File: src/rtl/core/assert_macros.svh
// Assertion macros shared by the RTL of the WebSocket deframer.
// Depends on nothing; the including module must have clk and rst in scope.
`ifndef ASSERT_MACROS_SVH
`define ASSERT_MACROS_SVH

`ifndef NO_ASSERTIONS

// Checked on every rising edge of clk, switched off while rst is high.
`define WSDF_ASSERT(label, prop, msg) \
  label: assert property (@(posedge clk) disable iff (rst) prop) else $error(msg);

// Checked on every rising edge of clk, reset included.
`define WSDF_ASSERT_ALWAYS(label, prop, msg) \
  label: assert property (@(posedge clk) prop) else $error(msg);

`else

`define WSDF_ASSERT(label, prop, msg)
`define WSDF_ASSERT_ALWAYS(label, prop, msg)

`endif

`endif

File: src/rtl/core/wsdf_pkg.sv
// Types and constants of the WebSocket frame deframer.
// Used by the channel interfaces and by the top level; depends on nothing.
package wsdf_pkg;

  localparam int unsigned BYTE_W = 8;
  localparam int unsigned LEN_W  = 32;

  typedef logic [BYTE_W-1:0] byte_t;
  typedef logic [LEN_W-1:0]  len_t;
  typedef logic [3:0]        opcode_t;

  // Result kinds.
  typedef enum logic [1:0] {
    KIND_DATA  = 2'd0,
    KIND_EMPTY = 2'd1,
    KIND_PROTO = 2'd2,
    KIND_BIG   = 2'd3
  } kind_t;

  // Resolved message types; also the encoding of the open fragment.
  localparam logic [1:0] MT_CONTROL = 2'd0;
  localparam logic [1:0] MT_TEXT    = 2'd1;
  localparam logic [1:0] MT_BINARY  = 2'd2;

  // Opcodes that the parser treats specially.
  localparam opcode_t OP_CONT  = 4'h0;
  localparam opcode_t OP_TEXT  = 4'h1;
  localparam opcode_t OP_BIN   = 4'h2;
  localparam opcode_t OP_RSVD3 = 4'h3;
  localparam opcode_t OP_RSVD7 = 4'h7;
  localparam opcode_t OP_CLOSE = 4'h8;
  localparam opcode_t OP_RSVDB = 4'hb;

  // Seven-bit length codes.
  localparam logic [6:0] LEN7_CTRL_MAX = 7'd125;
  localparam logic [6:0] LEN7_EXT16    = 7'd126;
  localparam logic [6:0] LEN7_EXT64    = 7'd127;

  localparam byte_t RSV_MASK = 8'h70;

  localparam len_t MAX_PAYLOAD_RESET = 32'd1048576;

endpackage

File: src/rtl/core/wsdf_channels.sv
// Valid/ready channel interfaces of the WebSocket frame deframer.
// Depends on wsdf_pkg.

interface wsdf_rx_if import wsdf_pkg::*; ();
  logic  valid;
  logic  ready;
  byte_t byte_in;

  modport source (output valid, output byte_in, input ready);
  modport sink   (input valid, input byte_in, output ready);
endinterface

interface wsdf_res_if import wsdf_pkg::*; ();
  logic       valid;
  logic       ready;
  kind_t      kind;
  byte_t      data;
  opcode_t    opcode;
  logic [1:0] message_type;
  logic       fin;
  logic       last;

  modport source (output valid, output kind, output data, output opcode,
                  output message_type, output fin, output last, input ready);
  modport sink   (input valid, input kind, input data, input opcode,
                  input message_type, input fin, input last, output ready);
endinterface

interface wsdf_cfg_if import wsdf_pkg::*; ();
  logic valid;
  logic ready;
  len_t max_payload_bytes;

  modport source (output valid, output max_payload_bytes, input ready);
  modport sink   (input valid, input max_payload_bytes, output ready);
endinterface

File: src/rtl/core/websocket_frame_deframer.sv
// WebSocket frame deframer, client-to-server direction. It takes one stream byte per
// transaction on rx and can accept a new byte in every clock cycle unless a result held
// on res stalls it; a byte is caught in an input register, goes through a single pass of
// header parsing and unmasking, and any result lands in the output register on res. The
// rate of one byte per cycle, while res is not stalled, is set by that single parsing
// stage, which holds all frame state and updates it once per byte. Each frame gives one
// result per payload byte, or one empty-frame result for a zero-length frame. A protocol
// violation or an extended length above max_payload_bytes gives one error result with
// last set; after it, or after a complete close frame, bytes are still taken but give
// nothing until reset. max_payload_bytes (reset 1048576) is to be written through cfg
// only while the block is idle; the block itself does not enforce this.
// Depends on wsdf_pkg, wsdf_channels and assert_macros.svh.
`include "assert_macros.svh"

module websocket_frame_deframer import wsdf_pkg::*; (
  input  logic           clk,
  input  logic           rst,
  wsdf_rx_if.sink        rx,
  wsdf_res_if.source     res,
  wsdf_cfg_if.sink       cfg
);

  typedef enum logic [2:0] {
    PH_HDR0 = 3'd0,
    PH_HDR1 = 3'd1,
    PH_SIZE = 3'd2,
    PH_MASK = 3'd3,
    PH_DATA = 3'd4
  } phase_t;

  // Input register.
  logic   in_vld;
  byte_t  in_byte;

  // Frame state.
  phase_t     phase, phase_next;
  logic [2:0] cnt, cnt_next;
  byte_t      fhb, fhb_next;
  logic       len64, len64_next;
  logic       hi_nz, hi_nz_next;
  len_t       len, len_next;
  len_t       key, key_next;
  logic [1:0] ofs, ofs_next;
  logic       dead, dead_next;
  len_t       max_len;

  // Output register.
  logic       out_vld;
  kind_t      out_kind;
  byte_t      out_data;
  opcode_t    out_opcode;
  logic [1:0] out_mtype;
  logic       out_fin;
  logic       out_last;

  // Result of the current pass.
  logic       has_res;
  kind_t      res_kind;
  byte_t      res_data;
  logic [1:0] res_mtype;
  logic       res_last;

  logic       proc_go;
  opcode_t    cur_op;
  logic       cur_fin;
  logic [1:0] cur_type;
  logic [6:0] len7;
  logic       bad;

  assign proc_go  = in_vld && (!out_vld || res.ready);
  assign rx.ready = !in_vld || proc_go;
  assign cfg.ready = 1'b1;

  assign res.valid        = out_vld;
  assign res.kind         = out_kind;
  assign res.data         = out_data;
  assign res.opcode       = out_opcode;
  assign res.message_type = out_mtype;
  assign res.fin          = out_fin;
  assign res.last         = out_last;

  assign cur_op  = fhb[3:0];
  assign cur_fin = fhb[7];
  assign len7    = in_byte[6:0];

  always_comb begin
    if (cur_op >= OP_CLOSE) begin
      cur_type = MT_CONTROL;
    end else if (cur_op == OP_TEXT) begin
      cur_type = MT_TEXT;
    end else if (cur_op == OP_BIN) begin
      cur_type = MT_BINARY;
    end else if (cur_op == OP_CONT) begin
      cur_type = ofs;
    end else begin
      cur_type = MT_CONTROL;
    end
  end

  // Header checks on the second header byte.
  always_comb begin
    bad = 1'b0;
    if (!in_byte[7]) bad = 1'b1;
    if ((fhb & RSV_MASK) != '0) bad = 1'b1;
    if ((cur_op >= OP_RSVD3 && cur_op <= OP_RSVD7) || cur_op >= OP_RSVDB) bad = 1'b1;
    if (cur_op >= OP_CLOSE && len7 > LEN7_CTRL_MAX) bad = 1'b1;
    if (cur_op >= OP_CLOSE && !cur_fin) bad = 1'b1;
    if (ofs != MT_CONTROL && (cur_op == OP_TEXT || cur_op == OP_BIN)) bad = 1'b1;
    if (ofs == MT_CONTROL && cur_op == OP_CONT) bad = 1'b1;
  end

  always_comb begin
    phase_next = phase;
    cnt_next   = cnt;
    fhb_next   = fhb;
    len64_next = len64;
    hi_nz_next = hi_nz;
    len_next   = len;
    key_next   = key;
    ofs_next   = ofs;
    dead_next  = dead;
    has_res    = 1'b0;
    res_kind   = KIND_DATA;
    res_data   = '0;
    res_mtype  = MT_CONTROL;
    res_last   = 1'b0;

    if (proc_go && !dead) begin
      case (phase)
        PH_HDR0: begin
          fhb_next   = in_byte;
          phase_next = PH_HDR1;
        end
        PH_HDR1: begin
          if (bad) begin
            dead_next = 1'b1;
            has_res   = 1'b1;
            res_kind  = KIND_PROTO;
            res_last  = 1'b1;
          end else begin
            if ((cur_op == OP_TEXT || cur_op == OP_BIN) && !cur_fin) begin
              ofs_next = cur_op[1:0];
            end
            len64_next = (len7 == LEN7_EXT64);
            hi_nz_next = 1'b0;
            cnt_next   = '0;
            if (len7 == LEN7_EXT16 || len7 == LEN7_EXT64) begin
              len_next   = '0;
              phase_next = PH_SIZE;
            end else begin
              len_next   = {{(LEN_W-7){1'b0}}, len7};
              phase_next = PH_MASK;
            end
          end
        end
        PH_SIZE: begin
          // Bytes pushed out of the low word are kept only as a non-zero mark.
          len_next   = {len[LEN_W-BYTE_W-1:0], in_byte};
          hi_nz_next = hi_nz || (len[LEN_W-1 -: BYTE_W] != '0);
          cnt_next   = cnt + 3'd1;
          if (cnt_next == (len64 ? 3'd0 : 3'd2)) begin
            if (hi_nz_next || len_next > max_len) begin
              dead_next = 1'b1;
              has_res   = 1'b1;
              res_kind  = KIND_BIG;
              res_last  = 1'b1;
            end else begin
              cnt_next   = '0;
              phase_next = PH_MASK;
            end
          end
        end
        PH_MASK: begin
          key_next = {key[LEN_W-BYTE_W-1:0], in_byte};
          cnt_next = cnt + 3'd1;
          if (cnt_next == 3'd4) begin
            cnt_next = '0;
            if (len == '0) begin
              has_res   = 1'b1;
              res_kind  = KIND_EMPTY;
              res_mtype = cur_type;
              res_last  = 1'b1;
              if (cur_op == OP_CLOSE) dead_next = 1'b1;
              if (cur_op == OP_CONT && cur_fin) ofs_next = MT_CONTROL;
              phase_next = PH_HDR0;
            end else begin
              phase_next = PH_DATA;
            end
          end
        end
        PH_DATA: begin
          // The key rotates so that its top byte always masks the next byte.
          key_next  = {key[LEN_W-BYTE_W-1:0], key[LEN_W-1 -: BYTE_W]};
          len_next  = len - len_t'(1);
          has_res   = 1'b1;
          res_kind  = KIND_DATA;
          res_data  = in_byte ^ key[LEN_W-1 -: BYTE_W];
          res_mtype = cur_type;
          res_last  = (len == len_t'(1));
          if (res_last) begin
            if (cur_op == OP_CLOSE) dead_next = 1'b1;
            if (cur_op == OP_CONT && cur_fin) ofs_next = MT_CONTROL;
            phase_next = PH_HDR0;
          end
        end
        default: begin
          phase_next = PH_HDR0;
        end
      endcase
    end
  end

  always_ff @(posedge clk) begin
    if (rst) begin
      in_vld  <= 1'b0;
      out_vld <= 1'b0;
      phase   <= PH_HDR0;
      cnt     <= '0;
      ofs     <= MT_CONTROL;
      dead    <= 1'b0;
      max_len <= MAX_PAYLOAD_RESET;
    end else begin
      if (rx.ready) begin
        in_vld <= rx.valid;
      end
      if (proc_go) begin
        out_vld <= has_res;
      end else if (res.ready) begin
        out_vld <= 1'b0;
      end
      if (cfg.valid) begin
        max_len <= cfg.max_payload_bytes;
      end
      phase <= phase_next;
      cnt   <= cnt_next;
      ofs   <= ofs_next;
      dead  <= dead_next;
    end
    if (rx.ready && rx.valid) begin
      in_byte <= rx.byte_in;
    end
    fhb   <= fhb_next;
    len64 <= len64_next;
    hi_nz <= hi_nz_next;
    len   <= len_next;
    key   <= key_next;
    if (proc_go && has_res) begin
      out_kind   <= res_kind;
      out_data   <= res_data;
      out_opcode <= cur_op;
      out_mtype  <= res_mtype;
      out_fin    <= cur_fin;
      out_last   <= res_last;
    end
  end

  `WSDF_ASSERT(a_dead_sticks, dead |=> dead, "deframer left the dead state without reset")
  `WSDF_ASSERT(a_err_kills, proc_go && has_res && (res_kind == KIND_PROTO || res_kind == KIND_BIG) |=> dead, "error result did not make the deframer dead")
  `WSDF_ASSERT(a_data_len, phase == PH_DATA |-> len != '0, "payload phase entered with no bytes left")
  `WSDF_ASSERT(a_nondata_last, out_vld && out_kind != KIND_DATA |-> out_last && out_data == '0, "non-payload result without last or with data")

endmodule

File: src/flat_wrapper.sv
// flat-port wrapper written by rule: the top's interface ports become plain ports
module websocket_frame_deframer_flat import wsdf_pkg::*;
  (clk, rst, rx_valid, rx_byte_in, rx_ready, res_valid, res_kind, res_data, res_opcode, res_message_type, res_fin, res_last, res_ready, cfg_valid, cfg_max_payload_bytes, cfg_ready);
  wsdf_rx_if rx_i ();
  wsdf_res_if res_i ();
  wsdf_cfg_if cfg_i ();
  input  logic clk;
  input  logic rst;
  input wire logic [$bits(rx_i.valid)-1:0] rx_valid;
  input wire logic [$bits(rx_i.byte_in)-1:0] rx_byte_in;
  output wire logic [$bits(rx_i.ready)-1:0] rx_ready;
  output wire logic [$bits(res_i.valid)-1:0] res_valid;
  output wire logic [$bits(res_i.kind)-1:0] res_kind;
  output wire logic [$bits(res_i.data)-1:0] res_data;
  output wire logic [$bits(res_i.opcode)-1:0] res_opcode;
  output wire logic [$bits(res_i.message_type)-1:0] res_message_type;
  output wire logic [$bits(res_i.fin)-1:0] res_fin;
  output wire logic [$bits(res_i.last)-1:0] res_last;
  input wire logic [$bits(res_i.ready)-1:0] res_ready;
  input wire logic [$bits(cfg_i.valid)-1:0] cfg_valid;
  input wire logic [$bits(cfg_i.max_payload_bytes)-1:0] cfg_max_payload_bytes;
  output wire logic [$bits(cfg_i.ready)-1:0] cfg_ready;
  assign rx_i.valid = rx_valid;
  assign rx_i.byte_in = rx_byte_in;
  assign rx_ready = rx_i.ready;
  assign res_valid = res_i.valid;
  assign res_kind = res_i.kind;
  assign res_data = res_i.data;
  assign res_opcode = res_i.opcode;
  assign res_message_type = res_i.message_type;
  assign res_fin = res_i.fin;
  assign res_last = res_i.last;
  assign res_i.ready = res_ready;
  assign cfg_i.valid = cfg_valid;
  assign cfg_i.max_payload_bytes = cfg_max_payload_bytes;
  assign cfg_ready = cfg_i.ready;
  websocket_frame_deframer u_core (.clk(clk), .rst(rst), .rx(rx_i), .res(res_i), .cfg(cfg_i));
endmodule
File: config.mk
export PLATFORM = sky130hd
export DESIGN_NAME = websocket_frame_deframer_flat
export DESIGN_NICKNAME = d
export VERILOG_FILES = /design/src/rtl/core/wsdf_pkg.sv /design/src/rtl/core/wsdf_channels.sv /design/src/rtl/core/websocket_frame_deframer.sv /design/src/flat_wrapper.sv
export VERILOG_INCLUDE_DIRS = /design/src /design/src/rtl/core
export SDC_FILE = /design/constraint.sdc
export NUM_CORES = 1
export LEC_CHECK = 0
export BUFFER_PORTS_ARGS = -buffer_cell sky130_fd_sc_hd__buf_2
export CAP_MARGIN = 10
export CORE_ASPECT_RATIO = 1.5
export CORE_UTILIZATION = 55
export DETAILED_ROUTE_END_ITERATION = 16
export GPL_ROUTABILITY_DRIVEN = 0
export PLACE_DENSITY = 0.8
export SLEW_MARGIN = 20
export SYNTH_ARGS = -nofsm -noshare
export SYNTH_HDL_FRONTEND = slang
export SYNTH_SLANG_ARGS = --single-unit
File: constraint.sdc
create_clock -name clk -period 6.45 [get_ports clk]
set_clock_uncertainty 0.2 [all_clocks]
set_input_delay 1.6125 -clock clk [delete_from_list [all_inputs] [get_ports clk]]
set_output_delay 1.6125 -clock clk [all_outputs]
set_load 0.01 [all_outputs]
==> results of run 1 <==
==> final timing paths <==
path	start	end	slack [ps]	cells after the start
setup / recovery	res_ready	rx_ready	2430	4
hold / removal	u_core.key[13]$_DFFE_PP_	u_core.key[21]$_DFFE_PP_	220	0
setup reg to reg	u_core.len[7]$_DFFE_PP_	u_core.res.opcode[1]$_DFFE_PP_	2520	7
hold reg to reg	u_core.key[13]$_DFFE_PP_	u_core.key[21]$_DFFE_PP_	220	0
==> flip-flops by register name (all words and copies together), names as in the netlist <==
name / count
u_core.key: 32
u_core.len: 32
u_core.max_len: 32
u_core.fhb: 8
u_core.in_byte: 8
u_core.res.data: 8
u_core.res.opcode: 4
u_core.cnt: 3
u_core.phase: 3
u_core.ofs: 2
u_core.res.kind: 2
u_core.res.message_type: 2
u_core.dead: 1
u_core.hi_nz: 1
u_core.in_vld: 1
u_core.len64: 1
u_core.res.fin: 1
u_core.res.last: 1
u_core.res.valid: 1
==> routing by layer <==
metal  track usage  part of all wire  up-vias
met2         0.465              0.55      196
li1              -                 -     2504
met1         0.278              0.37     2557
met4         0.133             0.035        0
met5             0                 0        -
met3        0.0464             0.050       38
==> power groups by stage <==
| stage | clock, uW | sequential [uW] | combinational, uW |
|---|---|---|---|
| floorplan | 0 | 1040 | 97.0 |
| global placement | 0 | 1050 | 124 |
| detailed placement | 0 | 1050 | 132 |
| CTS | 944 | 1030 | 135 |
| global route | 986 | 1040 | 151 |
| finish | 943 | 1030 | 135 |
==> cell type report <==
class                   instances  area [sq um]  share of cell area
repair buffers                 69           358              0.0440
inverters                      40           150              0.0185
clock buffers                  17           425              0.0523
clock inverters                15           143              0.0175
multi-input cells             458          2990               0.368
well taps                     156           195              0.0240
flip-flops and latches        143          3860               0.475
==> kinds of logic after synthesis <==
group / synth area share
simple gates: 0.174
flops: 0.544
compound gates: 0.0833
buf+inv: 0.0391
xor+xnor: 0.0493
fa+ha+maj: 0.0651
mux: 0.0451
other cells: 0.000528
==> critical path, stage by stage <==
cell and delay, ps:
buf_2 100, nor2b_1 240, nand2_1 110, buf_2 150
==> through the flow <==
stage / power [uW] / utilization
global placement: 1180 / 0.604
finish: 2110 / 0.650
floorplan: 1140 / -
global route: 2170 / 0.650
detailed placement: 1180 / 0.604
CTS: 2110 / 0.650
==> cells in the mapped netlist, drive strengths merged (3+ instances only) <==
master  instances
or3             7
nand3b          4
nand2b          5
dfxtp          43
and2            3
buf             7
nor2b           3
nor3b           5
xnor2          29
nor4            9
xor2           11
mux2i          32
edfxtp        100
nand4          15
a21oi          31
o21ai          45
ha             37
nand2          80
or4             5
nand3           7
a31oi           3
nor2           72
and3            4
inv            40
a211oi          3
nor3           20
clkbuf         15
==> metrics.txt, run 1 <==
Max Fclk=around 0.25 GHz; DP HPWL=11300 um; num rows=50; initial core utilization=0.568; input/output buffers=64; DRC=0; CP arrival=~2200 ps; CP Capture Type=primary output; Final Non-Filler Cells=898; Placed Area=7560 sq um; pwr dens=260 nW/um^2; Synth cell types=66; synth-to-layout area growth=14.4%; Max-Cap Viols=0; DRT Pass-1 Iters=5; Sink Count=143; Congestion Overflow GR=0; Critical Path Fanout Max=4; Final setup violation count=0; Final Slew Violations=0; Synth Net Count=approximately 750; Placement Setup Slack=~2400 ps; clock-pin slew on the worst setup and hold paths=70 ps; share of total power in the clock network=0.446; Syn Inst Count=about 660; CTS resizes=0; Seq/Total Area, Yosys=0.544; Clock Latency Late Sink=420 ps; cell internal pwr=about 1600 uW; Inserted Clock Buffers=17; Seq pwr share=0.490; RSZ-0062 raised after global routing=false; dominant cells by area after synthesis=edfxtp_1 42%, dfxtp_1 12%, ha_1 6.5%, mux2i_1 4.5%, nand2_1 4.2%; crit path time final=4020 ps; Fin. Hold Viols=0; synthesized area=7110 sq um; via density per instance=5.90; EDFF count, synth=100; final instance area=a little over 8000 sq um; TritonCTS clock tree=done; Routed Antenna Nets=0; antenna violations before repair=0; largest net degree at the start of global routing=46; Worst Hold Class=register to register; Vert. Die Dim=141 um; Final nets=approximately 810; via count=5295; fill count=982; commonest cells after routing, fill and taps aside=100 x edfxtp_1, 79 x nand2_1, 71 x nor2_1; slew margin rel.=0.257; Worst VDD drop=0.196 mV; Worst Tran Pin Value=1110 ps; crit start category=input port; Hold-fix buffers, CTS=0; hold_ws=219 ps; NetSw=roughly 540 uW; Setup Crit Path Kind=input port to primary output; fin worst setup slack=2430 ps; layout cells sized above 1=0.166; Pleak=0.00299 uW; routed len/inst=17.9 um; power share of the combinational group=0.064; Synth Area per Inst=10.7 sq um; Synth top area share=0.423; initial DRC count=434; CTS Buffer Depth=2; GR Util All Layers=0.257; final clock period utilization by the worst path=0.623; Total Wirelength=roughly 16000 um; Synth Warn #=0; ys async rst share=0; vias in the first global route=between 5000 and 6000; area leader, netlist=edfxtp_1; I/O pins=66; setup TNS=0 ps; WP data required=about 4600 ps; diode count=0; number of setup buffers added after CTS=0; most common cell after layout, fill and taps aside=edfxtp_1; Die Area=13400 sq um; Seq cells post-synth=143; Die Wd=between 90 and 100 um; global-route wire length before repair=26000 um; core area=12500 sq um; status=complete, no violations; clock root buffer=clkbuf_16; Placed Cells=866; Net Sw Frac=0.254; htree depth=4; Synth Flop Type=edfxtp_1
Note: power is estimated with default switching activity, not from simulation.
==> run 2, diff against run 1 <==
- clock period: 6.45 -> 4.1 ns (I/O delays scaled with it)
==> metrics.txt, run 2 (synthesis results as in run 1) <==
Worst Hold Class=register to register; Congestion Overflow GR=0 (unchanged); Inserted Clock Buffers=17 (unchanged); Max-Cap Viols=0 (unchanged); fill count=951 (-3.2%); layout cells sized above 1=0.172 (+0.00581); num rows=50 (unchanged); Worst VDD drop=0.291 mV (+48%); CP max stage delay=690 ps (+450 ps); Fin. Hold Viols=0 (unchanged); number of setup buffers added after CTS=0 (unchanged); Placement Setup Slack=742 ps (-1650 ps); crit-path cells=ha_1 > nand4_1 > a2111oi_0 > o41a_1 > o21ai_0 > and2_1 > a31oi_2 > buf_4; clock-pin slew on the worst setup and hold paths=60 ps (about the same); DP HPWL=11500 um (+1.9%); Critical Path Fanout Max=17 (+13); met2 routed WL=8780 um (+0.11%); GR Util All Layers=0.269 (+0.0123); clock root buffer=clkbuf_16; CP arrival=3430 ps (+1220 ps); Vert. Die Dim=141 um (unchanged); Max Fclk=0.284 GHz; Worst Tran Pin Value=930 ps (-181 ps); Clock Latency Late Sink=420 ps (about the same); crit start category=register; RSZ-0062 raised after global routing=false; CTS Buffer Depth=2 (unchanged); initial DRC count=545 (+26%); synth-to-layout area growth=15.5%; via density per instance=5.92 (+0.35%); status=complete, no violations; Slowest-stage cell, CP=a2111oi_0; DRC=0 (unchanged); via count=5337 (+0.79%); vias in the first global route=5389 (-0.20%); Placed Cells=870 (+0.46%); global-route wire length before repair=26900 um (+3.6%); Final setup violation count=0 (unchanged); commonest cells after routing, fill and taps aside=100 x edfxtp_1, 79 x nand2_1, 71 x nor2_1; largest net degree at the start of global routing=46 (unchanged); I/O pins=66 (unchanged); Die Area=13400 sq um (unchanged); diode count=0 (unchanged); core area=12500 sq um (unchanged); Core Util, Final=0.656 (+0.00630); fin worst setup slack=583 ps (-1850 ps); uppermost layer routed=met4; initial core utilization=0.568 (unchanged); most common cell after layout, fill and taps aside=edfxtp_1; WP data required=4010 ps (-630 ps); Sink Count=143 (unchanged); setup TNS=0 ps (unchanged); slew margin rel.=0.380 (+0.123); TritonCTS clock tree=done; Routed Antenna Nets=0 (unchanged); Total Wirelength=16700 um (+4.0%); routed wl met3=818 um (+2.5%); Pleak=0.00304 uW (+1.6%); crit path time final=3520 ps; met1 WL=6280 um (+5.9%); CP Capture Type=register; Setup Crit Path Kind=register to register; Final Non-Filler Cells=902 (+0.45%); CTS resizes=0 (unchanged); antenna violations before repair=0 (unchanged); htree depth=4 (unchanged); final clock period utilization by the worst path=0.858; input/output buffers=64 (unchanged); Placed Area=7590 sq um (+0.40%); largest registers=u_core.key x32, u_core.len x32, u_core.max_len x32; Final nets=815 (+0.49%); Final Slew Violations=0 (unchanged); Hold-fix buffers, CTS=0 (unchanged); pwr dens=420 nW/um^2 (+62%); Die Wd=94.8 um (unchanged); final instance area=8210 sq um (+0.97%); DRT Pass-1 Iters=6 (+1); routed len/inst=18.5 um (+3.5%)
-- run 2: layout make-up --
cell class,instances,area (sq um),area share
Multi-Input combinational cell,458,2990,0.365
Sequential cell,143,3860,0.471
Tap cell,156,195,0.0238
Clock inverter,15,191,0.0233
Inverter,40,150,0.0183
Clock buffer,17,425,0.0518
Timing Repair Buffer,73,388,0.0473
-- run 2: final timing paths --
| path | from | end | slack, ps | cells past startpoint |
|---|---|---|---|---|
| worst max register to register | u_core.len[7]$_DFFE_PP_ | u_core.res.opcode[0]$_DFFE_PP_ | 580 | 8 |
| worst max-delay path | u_core.len[7]$_DFFE_PP_ | u_core.res.opcode[0]$_DFFE_PP_ | 580 | 8 |
| worst min register to register | u_core.key[0]$_DFFE_PP_ | u_core.key[8]$_DFFE_PP_ | 220 | 0 |
| worst min-delay path | u_core.key[0]$_DFFE_PP_ | u_core.key[8]$_DFFE_PP_ | 220 | 0 |
-- run 2: power breakdown --
group	switching (uW)	internal (uW)
Sequential	44.9	1580
Combinational	124	94.3
Clock	674	929
-- run 2: critical path, delay by kind of cell, from the launching register on --
family                     cells  cell delay, ps
buffers and inverters          1             290
and+or+nand+nor                2             430
adders and majority gates      1             370
DFF                            1             500
AOI/OAI and AO/OA              4            1420
-- run 2: routing by layer --
metal | global-route usage | vias to the layer above
li1 | - | 2517
met1 | 0.306 | 2536
met2 | 0.472 | 223
met3 | 0.0415 | 61
met4 | 0.149 | 0
met5 | 0 | -
-- run 2: stage by stage --
stage	total power, uW	hold slack [ps]
2_1_floorplan	1790	200
3_3_place_gp	1850	203
3_5_place_dp	1870	205
4_1_cts	3460	222
5_1_grt	3550	225
6_report	3450	221
==> run 3, diff against run 2 <==
- ABC_AREA: default -> 1
==> metrics.txt, run 3 <==
status=complete, no violations; Setup Crit Path Kind=register to register; CP arrival=3010 ps (-420 ps); final instance area=8260 sq um (+0.69%); power share of the combinational group=0.127 (+0.064); Pleak=0.00338 uW (+11%); Die Area=13500 sq um (+1.0%); Synth cell types=44 (-33%); via count=5546 (+3.9%); vias in the first global route=5502 (+2.1%); total power=3660 uW (+6.1%); WP data required=3950 ps (-60 ps); core area=12600 sq um (+1.0%); input/output buffers=64 (unchanged); synth-to-layout area growth=15.1%; DRC=0 (unchanged); HP Start=u_core.key[18]$_DFFE_PP_; CTS resizes=0 (unchanged); dominant cells by area after synthesis=edfxtp_1 42%, dfxtp_1 12%, ha_1 6.4%, nand2_1 5.3%, o21ai_0 5.0%; Synth Net Count=851 (+14%); largest registers=u_core.key x32, u_core.len x32, u_core.max_len x32; ys async rst share=0 (unchanged); Seq/Total Area, Yosys=0.538 (-0.00568); Routed Antenna Nets=0 (unchanged); TritonCTS clock tree=done; Synth Area per Inst=9.34 sq um (-13%); CP Capture Type=register; clock root buffer=clkbuf_16; Fin. Hold Viols=0 (unchanged); Inserted Clock Buffers=17 (unchanged); EDFF count, synth=100 (unchanged); initial core utilization=0.568 (about the same); Final nets=923 (+13%); Final Slew Violations=0 (unchanged); routed len/inst=15.3 um (-17%); Synth Warn #=0 (unchanged); RSZ-0062 raised after global routing=false; antenna violations before repair=0 (unchanged); Hold EP=u_core.key[26]$_DFFE_PP_; Reg2Reg Depth=15 (+7); Critical Path Fanout Max=18 (+1); slew margin rel.=0.379 (-0.00104); area leader, netlist=edfxtp_1; Max-Cap Viols=0 (unchanged); initial DRC count=386 (-29%); NetSw=957 uW (+13%); I/O pins=66 (unchanged); GR Util All Layers=0.251 (-0.0179); share of total power in the clock network=0.405 (-0.060); CTS Buffer Depth=2 (unchanged); Clock Latency Late Sink=420 ps (about the same); cell internal pwr=2700 uW (+3.7%); Final setup violation count=0 (unchanged); setup TNS=0 ps (unchanged); Worst Hold Path Cells=0 (unchanged); DP HPWL=11100 um (-3.4%); Vert. Die Dim=142 um (+0.52%); DRT Pass-1 Iters=5 (-1); Seq cells post-synth=143 (unchanged); flop2flop setup slack=940 ps (+360 ps); R2R Path Start=u_core.in_byte[7]$_DFFE_PP_; Synth Flop Type=edfxtp_1; most common cell after layout, fill and taps aside=nand2_1; Seq pwr share=0.468 (-0.004); Total Wirelength=15500 um (-7.4%); Max Fclk=0.317 GHz (+11%); synth cell count leaders=102 x nand2_1, 100 x edfxtp_1, 94 x inv_1, 82 x nor2_1, 72 x o21ai_0; commonest cells after routing, fill and taps aside=102 x nand2_1, 100 x edfxtp_1, 94 x inv_1; htree depth=4 (unchanged); via density per instance=5.49 (-7.2%); Placed Area=7690 sq um (+1.3%); number of setup buffers added after CTS=0 (unchanged); final clock period utilization by the worst path=0.770 (-0.0874); Synth top area share=0.418 (-0.00442); Die Wd=95.3 um (+0.51%); Worst R2R End=u_core.res.data[3]$_SDFFCE_PN0P_; Syn Inst Count=769 (+16%); Sink Count=143 (unchanged); Worst VDD drop=0.377 mV (+30%); synthesized area=7180 sq um (+1.1%); Net Sw Frac=0.261 (+0.0168); Congestion Overflow GR=0 (unchanged); layout cells sized above 1=0.196 (+0.0240); Worst Tran Pin Value=930 ps (+0.536 ps); crit start category=register; Hold-fix buffers, CTS=0 (unchanged); largest net degree at the start of global routing=38 (-17%); pwr dens=443 nW/um^2 (+5.4%); most frequent cell after synthesis=nand2_1; diode count=0 (unchanged); crit path time final=3160 ps (-358 ps); global-route wire length before repair=25400 um (-5.6%); clock-pin slew on the worst setup and hold paths=60 ps (about the same); Worst Hold Class=register to register; num rows=50 (unchanged)
run 3: through the flow:
step / hold WS (ps) / utilization / setup WS (ps) / std cells
after global placement: 202 / 0.609 / 1100 / 978
after detailed placement: 205 / 0.609 / 1010 / 978
after CTS: 219 / 0.654 / 960 / 1010
final: 217 / 0.654 / 942 / 1010
after global routing: 226 / 0.654 / 663 / 1010
after floorplan: 200 / - / 334 / 769
run 3: how the worst max path moves through the flow:
stage | from | endpoint | slack [ps] | cells after the start
floorplan | res_ready | u_core.len[0]$_DFFE_PP_ | 330 | 5
global placement | res_ready | u_core.len[5]$_DFFE_PP_ | 1100 | 7
detailed placement | u_core.in_byte[7]$_DFFE_PP_ | u_core.res.data[3]$_SDFFCE_PN0P_ | 1010 | 15
CTS | u_core.in_byte[7]$_DFFE_PP_ | u_core.res.data[3]$_SDFFCE_PN0P_ | 960 | 15
global route | u_core.in_byte[7]$_DFFE_PP_ | u_core.res.data[3]$_SDFFCE_PN0P_ | 660 | 15
finish | u_core.in_byte[7]$_DFFE_PP_ | u_core.res.data[3]$_SDFFCE_PN0P_ | 940 | 15
run 3: layout make-up:
class / instances / area [sq um]
Fill cell: 1014 / 4370
Sequential cell: 143 / 3860
Multi-Input combinational cell: 491 / 2810
Inverter: 117 / 439
Clock buffer: 18 / 429
Timing Repair Buffer: 71 / 385
Tap cell: 156 / 195
Clock inverter: 14 / 143
run 3: power by group through the flow:
stage / Sequential [uW] / Combinational [uW] / Clock [uW]
floorplan: 1730 / 325 / 0
global placement: 1740 / 444 / 0
detailed placement: 1740 / 456 / 0
CTS: 1710 / 462 / 1500
global route: 1720 / 528 / 1550
finish: 1710 / 463 / 1480
run 3: metal layers:
metal	wire, um	GRT usage
met3	650	0.0529
met4	688	0.148
met1	5950	0.269
met2	8180	0.444
met5	0	0
run 3: worst max-delay path, cell delays in order (launching register included):
cell and delay [ps]:
edfxtp_1 540, ha_1 370, nand2_1 70, nor2_1 180
nand2_1 80, nand2_1 70, nand2_1 50, nand2_1 60
nand2_1 40, nand2_1 60, nand2_1 110, nand2_1 110
nand3_1 120, nand3_1 110, nand2_1 70, inv_1 530
run 3: kinds of logic (layout without fill, tap and decap cells):
| logic type | Yosys count | in the layout | synth area share |
|---|---|---|---|
| xor+xnor | 15 | 15 | 0.0183 |
| buf+inv | 135 | 220 | 0.0718 |
| simple gates | 263 | 263 | 0.176 |
| fa+ha+maj | 37 | 37 | 0.0645 |
| other cells | 1 | 1 | 0.000522 |
| flops | 143 | 143 | 0.538 |
| compound gates | 175 | 175 | 0.131 |
